`config.mk`:
```
export PLATFORM = sky130hd
export DESIGN_NAME = adaptive_weight_filter
export DESIGN_NICKNAME = d
export VERILOG_FILES = /design/src/awf_pkg.sv /design/src/awf_div.sv /design/src/adaptive_weight_filter.sv
export SDC_FILE = /design/constraint.sdc
export NUM_CORES = 2
export LEC_CHECK = 0
export BUFFER_PORTS_ARGS = -buffer_cell sky130_fd_sc_hd__clkbuf_2
export CAP_MARGIN = 20
export CORE_ASPECT_RATIO = 1.75
export CORE_MARGIN = 1
export CORE_UTILIZATION = 55
export CTS_BUF_LIST = sky130_fd_sc_hd__clkbuf_4 sky130_fd_sc_hd__clkbuf_8 sky130_fd_sc_hd__clkbuf_16
export CTS_CLUSTER_DIAMETER = 120
export DETAILED_ROUTE_END_ITERATION = 10
export GPL_TIMING_DRIVEN = 0
export PLACE_DENSITY = 0.74
export SLEW_MARGIN = 15
export SYNTH_ARGS = -nofsm -noshare
export SYNTH_HDL_FRONTEND = slang
export SYNTH_SLANG_ARGS = --single-unit
```
`constraint.sdc`:
```
create_clock -name i_clk -period 10.08 [get_ports i_clk]
set_input_delay 0.504 -clock i_clk [delete_from_list [all_inputs] [get_ports i_clk]]
set_output_delay 0.504 -clock i_clk [all_outputs]
set_load 0.005 [all_outputs]
```
`src/awf_pkg.sv`:
```
// Shared constants and types for the adaptive weight filter.
package awf_pkg;

    // Filter tuning constants
    localparam int CREDIT_START = 50;
    localparam int CREDIT_DIV   = 20;
    localparam int NOISE_BAND   = 2;
    localparam int SCALAR_MAX   = 8;
    localparam int DIVISOR_BIAS = 1;

    // Shared divider geometry: two quotient bits per step
    localparam int DIV_W       = 36;
    localparam int DSOR_W      = 16;
    localparam int STEP_W      = 5;
    localparam int DELTA_BITS  = 26;
    localparam int DELTA_PAD   = DIV_W - DELTA_BITS;
    localparam int DELTA_STEPS = DELTA_BITS / 2;
    localparam int WGT_STEPS   = DIV_W / 2;

    // Config register map, in port index order; the last code is not mapped
    typedef enum logic [2:0] {
        REG_GAIN,
        REG_STEP,
        REG_TARE,
        REG_MOTION_BAND,
        REG_MOTION_DELAY,
        REG_ZERO_BAND,
        REG_ZERO_DELAY,
        REG_UNUSED
    } t_reg_idx;

    typedef struct packed {
        logic              start;
        logic [STEP_W-1:0] steps;
    } t_div_cmd;

endpackage

```
`src/awf_div.sv`:
```
// Iterative restoring divider, two quotient bits per cycle, unsigned operands.
module awf_div (
    input  logic                        i_clk,
    input  logic                        i_rst_n,
    input  awf_pkg::t_div_cmd           i_cmd,
    input  logic [awf_pkg::DIV_W-1:0]   i_dividend,
    input  logic [awf_pkg::DSOR_W-1:0]  i_divisor,
    output logic                        o_done,
    output logic [awf_pkg::DIV_W-1:0]   o_quotient,
    output logic [awf_pkg::DSOR_W-1:0]  o_remainder
);
    import awf_pkg::*;

    typedef struct packed {
        logic              q_bit;
        logic [DSOR_W-1:0] rem;
    } t_step;

    logic [DSOR_W-1:0] r_rem;
    logic [DSOR_W-1:0] r_dsor;
    logic [DIV_W-1:0]  r_quo;
    logic [STEP_W-1:0] r_cnt;
    logic              r_busy;
    logic              r_done;
    t_step             s1;
    t_step             s2;

    // one restoring step: shift in a dividend bit, subtract if it fits
    function automatic t_step div_step(input logic [DSOR_W-1:0] rem,
                                       input logic              in_bit,
                                       input logic [DSOR_W-1:0] dsor);
        logic [DSOR_W+1:0] trial;
        t_step             res;
        trial = {1'b0, rem, in_bit} - {2'b00, dsor};
        if (trial[DSOR_W+1]) begin
            res.q_bit = 1'b0;
            res.rem   = {rem[DSOR_W-2:0], in_bit};
        end else begin
            res.q_bit = 1'b1;
            res.rem   = trial[DSOR_W-1:0];
        end
        return res;
    endfunction

    always_comb begin
        s1 = div_step(r_rem, r_quo[DIV_W-1], r_dsor);
        s2 = div_step(s1.rem, r_quo[DIV_W-2], r_dsor);
    end

    always_ff @(posedge i_clk) begin
        if (!i_rst_n) begin
            r_busy <= 1'b0;
            r_done <= 1'b0;
            r_cnt  <= '0;
        end else begin
            r_done <= 1'b0;
            if (i_cmd.start) begin
                r_busy <= 1'b1;
                r_cnt  <= i_cmd.steps;
            end else if (r_busy) begin
                r_cnt <= r_cnt - 1'b1;
                if (r_cnt == STEP_W'(1)) begin
                    r_busy <= 1'b0;
                    r_done <= 1'b1;
                end
            end
        end
    end

    always_ff @(posedge i_clk) begin
        if (i_cmd.start) begin
            r_rem  <= '0;
            r_quo  <= i_dividend;
            r_dsor <= i_divisor;
        end else if (r_busy) begin
            r_rem <= s2.rem;
            r_quo <= {r_quo[DIV_W-3:0], s1.q_bit, s2.q_bit};
        end
    end

    assign o_done      = r_done;
    assign o_quotient  = r_quo;
    assign o_remainder = r_rem;

endmodule

```
`src/adaptive_weight_filter.sv`:
```
// Adaptive load-cell filter: smoothed count, rounded net weight, motion and zero flags.
//
//  Channel   Direction  Handshake                   Payload
//  input     in         i_in_valid / o_in_stall     i_net_count
//  result    out        o_out_valid / i_out_stall   o_net_weight, o_smoothed_count,
//                                                   o_in_motion, o_at_zero
//  config    in         i_cfg_we                    i_cfg_index, i_cfg_data
//
//  One transfer in gives one transfer out. The next input transfer is taken only once
//  the result is loaded; an item runs longer while the direction credit is at or past
//  its start threshold, as the shared divider adds a bonus pass. Synchronous
//  active-low reset clears state and config to defaults; no clearing pass.
//  o_in_stall is high from acceptance until the result is loaded into the output
//  register; a stalled result holds the final step until the output register frees.
module adaptive_weight_filter (
    input  logic               i_clk,
    input  logic               i_rst_n,
    input  logic               i_in_valid,
    output logic               o_in_stall,
    input  logic signed [24:0] i_net_count,
    output logic               o_out_valid,
    input  logic               i_out_stall,
    output logic signed [34:0] o_net_weight,
    output logic signed [25:0] o_smoothed_count,
    output logic               o_in_motion,
    output logic               o_at_zero,
    input  logic               i_cfg_we,
    input  logic [2:0]         i_cfg_index,
    input  logic [33:0]        i_cfg_data
);
    import awf_pkg::*;

    // sequencer states
    localparam logic [3:0] S_IDLE   = 4'd0;
    localparam logic [3:0] S_BONUS  = 4'd1;   // start delta/CREDIT_DIV or skip it
    localparam logic [3:0] S_BWAIT  = 4'd2;
    localparam logic [3:0] S_CREDIT = 4'd3;   // credit update with saturation
    localparam logic [3:0] S_DSEL   = 4'd4;   // divisor from credit magnitude
    localparam logic [3:0] S_FGO    = 4'd5;   // start delta/divisor
    localparam logic [3:0] S_FWAIT  = 4'd6;
    localparam logic [3:0] S_PROD   = 4'd7;   // gain * smoothed count
    localparam logic [3:0] S_RGO    = 4'd8;   // start weight/step
    localparam logic [3:0] S_RWAIT  = 4'd9;
    localparam logic [3:0] S_FLAGS  = 4'd10;  // flags, counters, output load

    localparam logic signed [58:0] ROUND_HALF = 59'sd8388608;
    localparam logic signed [36:0] W35_MAX    = 37'sd17179869183;
    localparam logic signed [36:0] W35_MIN    = -37'sd17179869184;

    // configuration
    logic        [31:0] r_gain;
    logic        [15:0] r_step;
    logic signed [33:0] r_tare;
    logic        [23:0] r_mband;
    logic        [14:0] r_mdelay;
    logic        [23:0] r_zband;
    logic        [14:0] r_zdelay;

    // control and filter state
    logic        [3:0]  r_state, n_state;
    logic signed [15:0] r_credit, n_credit;
    logic signed [25:0] r_fc, n_fc;
    logic signed [34:0] r_prev;
    logic        [15:0] r_still, n_still;
    logic        [15:0] r_empty, n_empty;
    logic               r_motion, n_motion;
    logic               r_zero, n_zero;
    logic               r_out_valid;

    // datapath
    logic signed [26:0] r_delta;
    logic signed [26:0] r_bonus;
    logic        [15:0] r_dsor, n_dsor;
    logic signed [58:0] r_prod;
    logic signed [34:0] r_a;
    logic signed [34:0] r_weight, n_weight;

    // shared divider
    t_div_cmd           div_cmd;
    logic [DIV_W-1:0]   div_dividend;
    logic [DSOR_W-1:0]  div_divisor;
    logic               div_done;
    logic [DIV_W-1:0]   div_quo;
    logic [DSOR_W-1:0]  div_rem;

    logic               in_xfer;
    logic               out_free;
    logic        [26:0] delta_mag;
    logic signed [16:0] credit_ext;
    logic        [16:0] credit_mag;
    logic               bonus_on;
    logic               credit_clr;
    logic signed [28:0] delta_sgn;
    logic signed [28:0] credit_sum;
    logic        [7:0]  s_val;
    logic signed [28:0] q_trunc;
    logic signed [16:0] r_trunc;
    logic signed [28:0] fc_base;
    logic signed [28:0] fc_sum;
    logic signed [58:0] a_sum;
    logic signed [34:0] a_val;
    logic        [35:0] a_mag;
    logic        [15:0] step_eff;
    logic signed [36:0] a_ext;
    logic signed [36:0] rem_ext;
    logic signed [36:0] rnd_val;
    logic signed [36:0] wt_full;
    logic signed [35:0] w_diff;
    logic        [35:0] diff_mag;
    logic        [35:0] w_mag;
    logic               is_still;
    logic               is_empty;

    assign in_xfer    = i_in_valid && !o_in_stall;
    assign o_in_stall = !i_rst_n || (r_state != S_IDLE);
    assign out_free   = !r_out_valid || !i_out_stall;

    // magnitudes and signs shared by several steps
    assign delta_mag  = r_delta[26] ? 27'(-r_delta) : 27'(r_delta);
    assign credit_ext = 17'(r_credit);
    assign credit_mag = credit_ext[16] ? 17'(-credit_ext) : 17'(credit_ext);
    assign bonus_on   = credit_mag >= 17'(CREDIT_START);
    assign step_eff   = (r_step == '0) ? 16'd1 : r_step;

    // credit: cleared on reversal or inside the noise band, else grows with bonus
    always_comb begin
        credit_clr = (!r_delta[26] && r_credit[15])
                  || ((r_delta[26] || (r_delta == '0)) && !r_credit[15] && (r_credit != '0))
                  || (delta_mag < 27'(NOISE_BAND));
        if (r_delta[26])           delta_sgn = -29'sd1;
        else if (r_delta != '0)    delta_sgn = 29'sd1;
        else                       delta_sgn = 29'sd0;
        credit_sum = 29'(r_bonus) + 29'(r_credit) + delta_sgn;
        if (credit_clr)                      n_credit = '0;
        else if (credit_sum > 29'sd32767)    n_credit = 16'sh7FFF;
        else if (credit_sum < -29'sd32768)   n_credit = 16'sh8000;
        else                                 n_credit = credit_sum[15:0];
    end

    // divisor = max(0, SCALAR_MAX - |credit|)^2 + DIVISOR_BIAS
    always_comb begin
        if (credit_mag >= 17'(SCALAR_MAX)) s_val = '0;
        else                               s_val = 8'(SCALAR_MAX) - credit_mag[7:0];
        n_dsor = ({8'd0, s_val} * {8'd0, s_val}) + 16'(DIVISOR_BIAS);
    end

    // fc + (delta/d) truncated toward zero, from the truncated quotient and remainder:
    // the sign of fc*d + delta picks floor or ceiling of delta/d
    always_comb begin
        q_trunc = r_delta[26] ? -$signed(29'(div_quo[26:0])) : $signed(29'(div_quo[26:0]));
        r_trunc = r_delta[26] ? -$signed({1'b0, div_rem}) : $signed({1'b0, div_rem});
        fc_base = 29'(r_fc) + q_trunc;
        if ((fc_base > 29'sd0) || ((fc_base == 29'sd0) && !r_trunc[16]))
            fc_sum = fc_base - ((r_trunc < 17'sd0) ? 29'sd1 : 29'sd0);
        else
            fc_sum = fc_base + ((r_trunc > 17'sd0) ? 29'sd1 : 29'sd0);
        n_fc = fc_sum[25:0];
    end

    // weight: floor((P + half) / 2^24) then floor to a multiple of the step via remainder
    always_comb begin
        a_sum   = r_prod + ROUND_HALF;
        a_val   = a_sum[58:24];
        a_mag   = a_val[34] ? 36'(-36'(a_val)) : 36'(a_val);
        a_ext   = 37'(r_a);
        rem_ext = $signed({21'd0, div_rem});
        if (!r_a[34])
            rnd_val = a_ext - rem_ext;
        else if (div_rem != '0)
            rnd_val = a_ext + rem_ext - $signed({21'd0, step_eff});
        else
            rnd_val = a_ext;
        wt_full = rnd_val - 37'(r_tare);
        if (wt_full > W35_MAX)      n_weight = W35_MAX[34:0];
        else if (wt_full < W35_MIN) n_weight = W35_MIN[34:0];
        else                        n_weight = wt_full[34:0];
    end

    // motion and zero detection with settle counters
    always_comb begin
        w_diff   = 36'(r_weight) - 36'(r_prev);
        diff_mag = w_diff[35] ? 36'(-w_diff) : 36'(w_diff);
        w_mag    = r_weight[34] ? 36'(-36'(r_weight)) : 36'(r_weight);
        is_still = 36'(r_mband) > diff_mag;
        is_empty = w_mag < 36'(r_zband);
        n_motion = r_motion;
        n_still  = r_still;
        if (is_still) begin
            if (r_still > {1'b0, r_mdelay}) n_motion = 1'b0;
            if (r_still != 16'hFFFF)       n_still  = r_still + 1'b1;
        end else begin
            n_still  = '0;
            n_motion = 1'b1;
        end
        n_zero  = r_zero;
        n_empty = r_empty;
        if (is_empty) begin
            if (r_empty > {1'b0, r_zdelay}) n_zero  = 1'b1;
            if (r_empty != 16'hFFFF)       n_empty = r_empty + 1'b1;
        end else begin
            n_empty = '0;
            n_zero  = 1'b0;
        end
    end

    // divider command per state
    always_comb begin
        div_cmd.start = 1'b0;
        div_cmd.steps = STEP_W'(DELTA_STEPS);
        div_dividend  = {delta_mag[DELTA_BITS-1:0], {DELTA_PAD{1'b0}}};
        div_divisor   = DSOR_W'(CREDIT_DIV);
        case (r_state)
            S_BONUS: div_cmd.start = bonus_on;
            S_FGO: begin
                div_cmd.start = 1'b1;
                div_divisor   = r_dsor;
            end
            S_RGO: begin
                div_cmd.start = 1'b1;
                div_cmd.steps = STEP_W'(WGT_STEPS);
                div_dividend  = a_mag;
                div_divisor   = step_eff;
            end
            default: ;
        endcase
    end

    awf_div u_div (
        .i_clk       (i_clk),
        .i_rst_n     (i_rst_n),
        .i_cmd       (div_cmd),
        .i_dividend  (div_dividend),
        .i_divisor   (div_divisor),
        .o_done      (div_done),
        .o_quotient  (div_quo),
        .o_remainder (div_rem)
    );

    // sequencer
    always_comb begin
        n_state = r_state;
        unique case (r_state)
            S_IDLE:   if (in_xfer) n_state = S_BONUS;
            S_BONUS:  n_state = bonus_on ? S_BWAIT : S_CREDIT;
            S_BWAIT:  if (div_done) n_state = S_CREDIT;
            S_CREDIT: n_state = S_DSEL;
            S_DSEL:   n_state = S_FGO;
            S_FGO:    n_state = S_FWAIT;
            S_FWAIT:  if (div_done) n_state = S_PROD;
            S_PROD:   n_state = S_RGO;
            S_RGO:    n_state = S_RWAIT;
            S_RWAIT:  if (div_done) n_state = S_FLAGS;
            S_FLAGS:  if (out_free) n_state = S_IDLE;
            default:  n_state = S_IDLE;
        endcase
    end

    // control state, filter state and configuration
    always_ff @(posedge i_clk) begin
        if (!i_rst_n) begin
            r_state     <= S_IDLE;
            r_credit    <= '0;
            r_fc        <= '0;
            r_prev      <= '0;
            r_still     <= '0;
            r_empty     <= '0;
            r_motion    <= 1'b0;
            r_zero      <= 1'b0;
            r_out_valid <= 1'b0;
            r_gain      <= 32'd16777216;
            r_step      <= 16'd1;
            r_tare      <= '0;
            r_mband     <= '0;
            r_mdelay    <= '0;
            r_zband     <= '0;
            r_zdelay    <= '0;
        end else begin
            r_state <= n_state;
            if (r_state == S_CREDIT) r_credit <= n_credit;
            if ((r_state == S_FWAIT) && div_done) r_fc <= n_fc;
            if ((r_state == S_FLAGS) && out_free) begin
                r_prev      <= r_weight;
                r_still     <= n_still;
                r_empty     <= n_empty;
                r_motion    <= n_motion;
                r_zero      <= n_zero;
                r_out_valid <= 1'b1;
            end else if (r_out_valid && !i_out_stall) begin
                r_out_valid <= 1'b0;
            end
            if (i_cfg_we) begin
                unique case (i_cfg_index)
                    REG_GAIN:         r_gain   <= i_cfg_data[31:0];
                    REG_STEP:         r_step   <= i_cfg_data[15:0];
                    REG_TARE:         r_tare   <= i_cfg_data;
                    REG_MOTION_BAND:  r_mband  <= i_cfg_data[23:0];
                    REG_MOTION_DELAY: r_mdelay <= i_cfg_data[14:0];
                    REG_ZERO_BAND:    r_zband  <= i_cfg_data[23:0];
                    REG_ZERO_DELAY:   r_zdelay <= i_cfg_data[14:0];
                    default: ;
                endcase
            end
        end
    end

    // datapath registers
    always_ff @(posedge i_clk) begin
        if (in_xfer) r_delta <= 27'(i_net_count) - 27'(r_fc);
        if (r_state == S_BONUS) r_bonus <= '0;
        if ((r_state == S_BWAIT) && div_done) begin
            r_bonus <= r_delta[26] ? -$signed(div_quo[26:0]) : $signed(div_quo[26:0]);
        end
        if (r_state == S_DSEL) r_dsor <= n_dsor;
        if (r_state == S_PROD) r_prod <= $signed({1'b0, r_gain}) * r_fc;
        if (r_state == S_RGO) r_a <= a_val;
        if ((r_state == S_RWAIT) && div_done) r_weight <= n_weight;
        if ((r_state == S_FLAGS) && out_free) begin
            o_net_weight     <= r_weight;
            o_smoothed_count <= r_fc;
            o_in_motion      <= n_motion;
            o_at_zero        <= n_zero;
        end
    end

    assign o_out_valid = r_out_valid;

    // an accepted item always starts the bonus step next
    a_accept_seq: assert property (@(posedge i_clk) disable iff (!i_rst_n)
        in_xfer |=> (r_state == S_BONUS))
        else $error("accepted item did not start the sequence");

    // divider results only arrive while the sequencer waits for them
    a_done_in_wait: assert property (@(posedge i_clk) disable iff (!i_rst_n)
        div_done |-> (r_state == S_BWAIT || r_state == S_FWAIT || r_state == S_RWAIT))
        else $error("divider finished outside a wait state");

    // a result only appears from the final step
    a_out_from_flags: assert property (@(posedge i_clk) disable iff (!i_rst_n)
        $rose(o_out_valid) |-> ($past(r_state) == S_FLAGS))
        else $error("result valid without final step");

endmodule

```
==> qor.yml <==
status: "finished, final reports clean"
clock_latency_ns: 0.70
yosys.cell_types.count: 102
path_common_cell: "fa_1"
worst-path-buf-inv: 8
grt.total_usage_pct: 38.3
cts_tree: "yes"
dr_total_vias: 60200
dp_cells: 10000
crit_fanout: 10
timing.fmax_mhz: 102
synth_warnings: 0
clk_pin_slew_ns: 0.07
setup_viol: 0
drt-initial-drc-count: 3610
seq_area_um2: 14700
start_kind: "flop"
post-route-period-util_pct: 97.2
die_w_um: 273
stdcell_count: 10200
wl_met3_mm: 13.4
wl_mm: 249
power_density_nw_per_um2: 160
synth_cells: 8178
finalSetupTns_ns: 0
crit_type: "flop to flop"
num_io_pins: 132
synth_edf_count: 291
hold_viol: 0
cts_max_level: 2
dr.pass1.iters: 7
finalCriticalPeriod_ns: 9.79
cts_sinks: 590
hpwl_mm: 209
worst_ep_arrival_time_ns: 10.24
syn_area_per_cell_um2: 8.67
drc: 0
crit_family: "adder cells"
io_buffers: 130
tightest_slew_ns: 1.34
drive_gt1_share_pct: 5.09
drv_cap: 0
rows: 173
gp_congestion: 1.03
grt_pass1_wl_mm: 369
rsz0062_at_grt: "false"
final_cell_mix: "1309 x nand2_1, 1173 x inv_1, 794 x fa_1, 629 x ha_1, 327 x nor2_1"
end_kind: "flop"
multiInputGateArea_um2: 50600
crit_path_max_incr_delay_ns: 0.93
cts_hold_buf: 0
cts-root-buf: "clkbuf_16"
relSlewSlack_pct: 10.9
wl_per_cell_um: 24.5
core_region_area_um2: 127000
top_layer_used: "met5"
worstPathRequired_ns: 10.53
fin_nets: 9922
clockBufferDepth: 3
die-area_um2: 130000
viasPerCell: 5.92
skew_ns: 0.0536
irDropWorstVdd_mv: 0.294
ys_ff_latch: 590
initial_core_util_pct: 55.6
seq_area_frac_synth_pct: 20.8
leakage_nw: 33.7
grt_start_max_net_pins: 36
met1_length_mm: 79.2
async_flop_share_pct: 0
netlist_area_um2: 70900
n_fill_cell: 11400
antenna_found_initial: 6
die_h_um: 477
finalMaxSlewViolations: 0
final_common_cell: "nand2_1"
cts_buffers: 61
grt_overflow: 0
min_path_type: "input pin to flop"
synthFlopType: "dfxtp_1"
wl_met2_mm: 125
areaGrowthSynthToFinish_pct: 8.02
ant_nets: 0
cp_slowest_cell: "clkbuf_1"
grt_pass1_vias: 62500
## per-stage QoR
step	power (mW)	setup slack, ns	util, %	hold WS (ns)	instance area (um^2)
floorplan	7.86	0.544	-	0.435	71000
global placement	9.43	-3.72	57.9	0.449	73800
detailed placement	9.57	-3.19	58.1	0.450	74100
CTS	12.1	-0.0122	59.9	0.0935	76400
global route	13.1	0.000743	60.1	0.116	76600
finish	12.3	0.286	60.1	0.115	76600
## registers in the layout (all words and copies together), names as in the netlist, 24 cells and up
signal / cells
r_bonus: 27
o_smoothed_count: 26
r_tare: 34
r_prev: 35
r_fc: 26
r_a: 35
r_prod: 36
r_weight: 35
r_zband: 24
o_net_weight: 35
r_delta: 27
u_div.o_quotient: 36
r_mband: 24
r_gain: 32
## layer usage
layer	up-vias	GRT usage, %
li1	27400	-
met1	29500	36.6
met2	2317	67.8
met3	971	5.31
met4	2	39.7
met5	-	0
## cell usage after synthesis, drive strengths merged, types with 233 or more instances
library cell,n,area (um^2)
dfxtp,299,5990
a21oi,310,1570
and2,255,1600
fa,794,15900
edfxtp,291,8740
xnor2,283,2480
o21ai,328,1640
clkbuf,352,1320
nor2,328,1230
nand2,1311,4920
ha,629,7870
a21boi,233,1750
inv,1174,4410
## what timing repair did
action | 4_1_cts | 5_1_grt
buffers inserted | 6 | 2
cloned | 1 | 0
hold endpoints to repair | 0 | 0
pin swaps | 1 | 1
gates resized for setup | 25 | 49
endpoints found under the setup margin | 26 | 11
## area by class of cell
type                            instances  area share [%]
Antenna cell                           13          0.0425
Buffer                                375            1.96
Clock buffer                           73            2.21
Clock inverter                         43           0.647
Inverter                             1176            5.77
Multi-Input combinational cell       6069            66.1
Sequential cell                       590            19.2
Tap cell                             1662            2.71
Timing Repair Buffer                  158            1.34
Timing Repair inverter                  1         0.00653
## logic make-up after synthesis
family	count (synthesis)	share of synthesized area (%)
simple gates	2655	17.6
buf+inv	1556	8.31
compound gates	1472	13.8
fa+ha+maj	1423	33.5
flops	590	20.8
xor+xnor	436	5.39
mux	44	0.662
other cells	2	0.0106
## path summary, 6_finish.rpt
check / startpoint / endpoint / slack, ns / cells past startpoint
setup / recovery: r_gain[19] / r_prod[58] / 0.29 / 31
hold / removal: i_cfg_data[30] / r_tare[30] / 0.12 / 3
setup reg to reg: r_gain[19] / r_prod[58] / 0.29 / 31
hold reg to reg: r_prev[19] / r_prev[19] / 0.46 / 2
## power by group
part	total [mW]	switching, mW	internal, mW
logic	6.59	3.95	2.64
registers	3.18	0.273	2.91
clock network	2.50	1.12	1.38
## tightest hold or removal path, cell delays in order
cell,delay [ns]
clkbuf_2,0.10
nand2_1,0.05
a21boi_0,0.06
No activity file was read; power rests on OpenSTA's default activity.
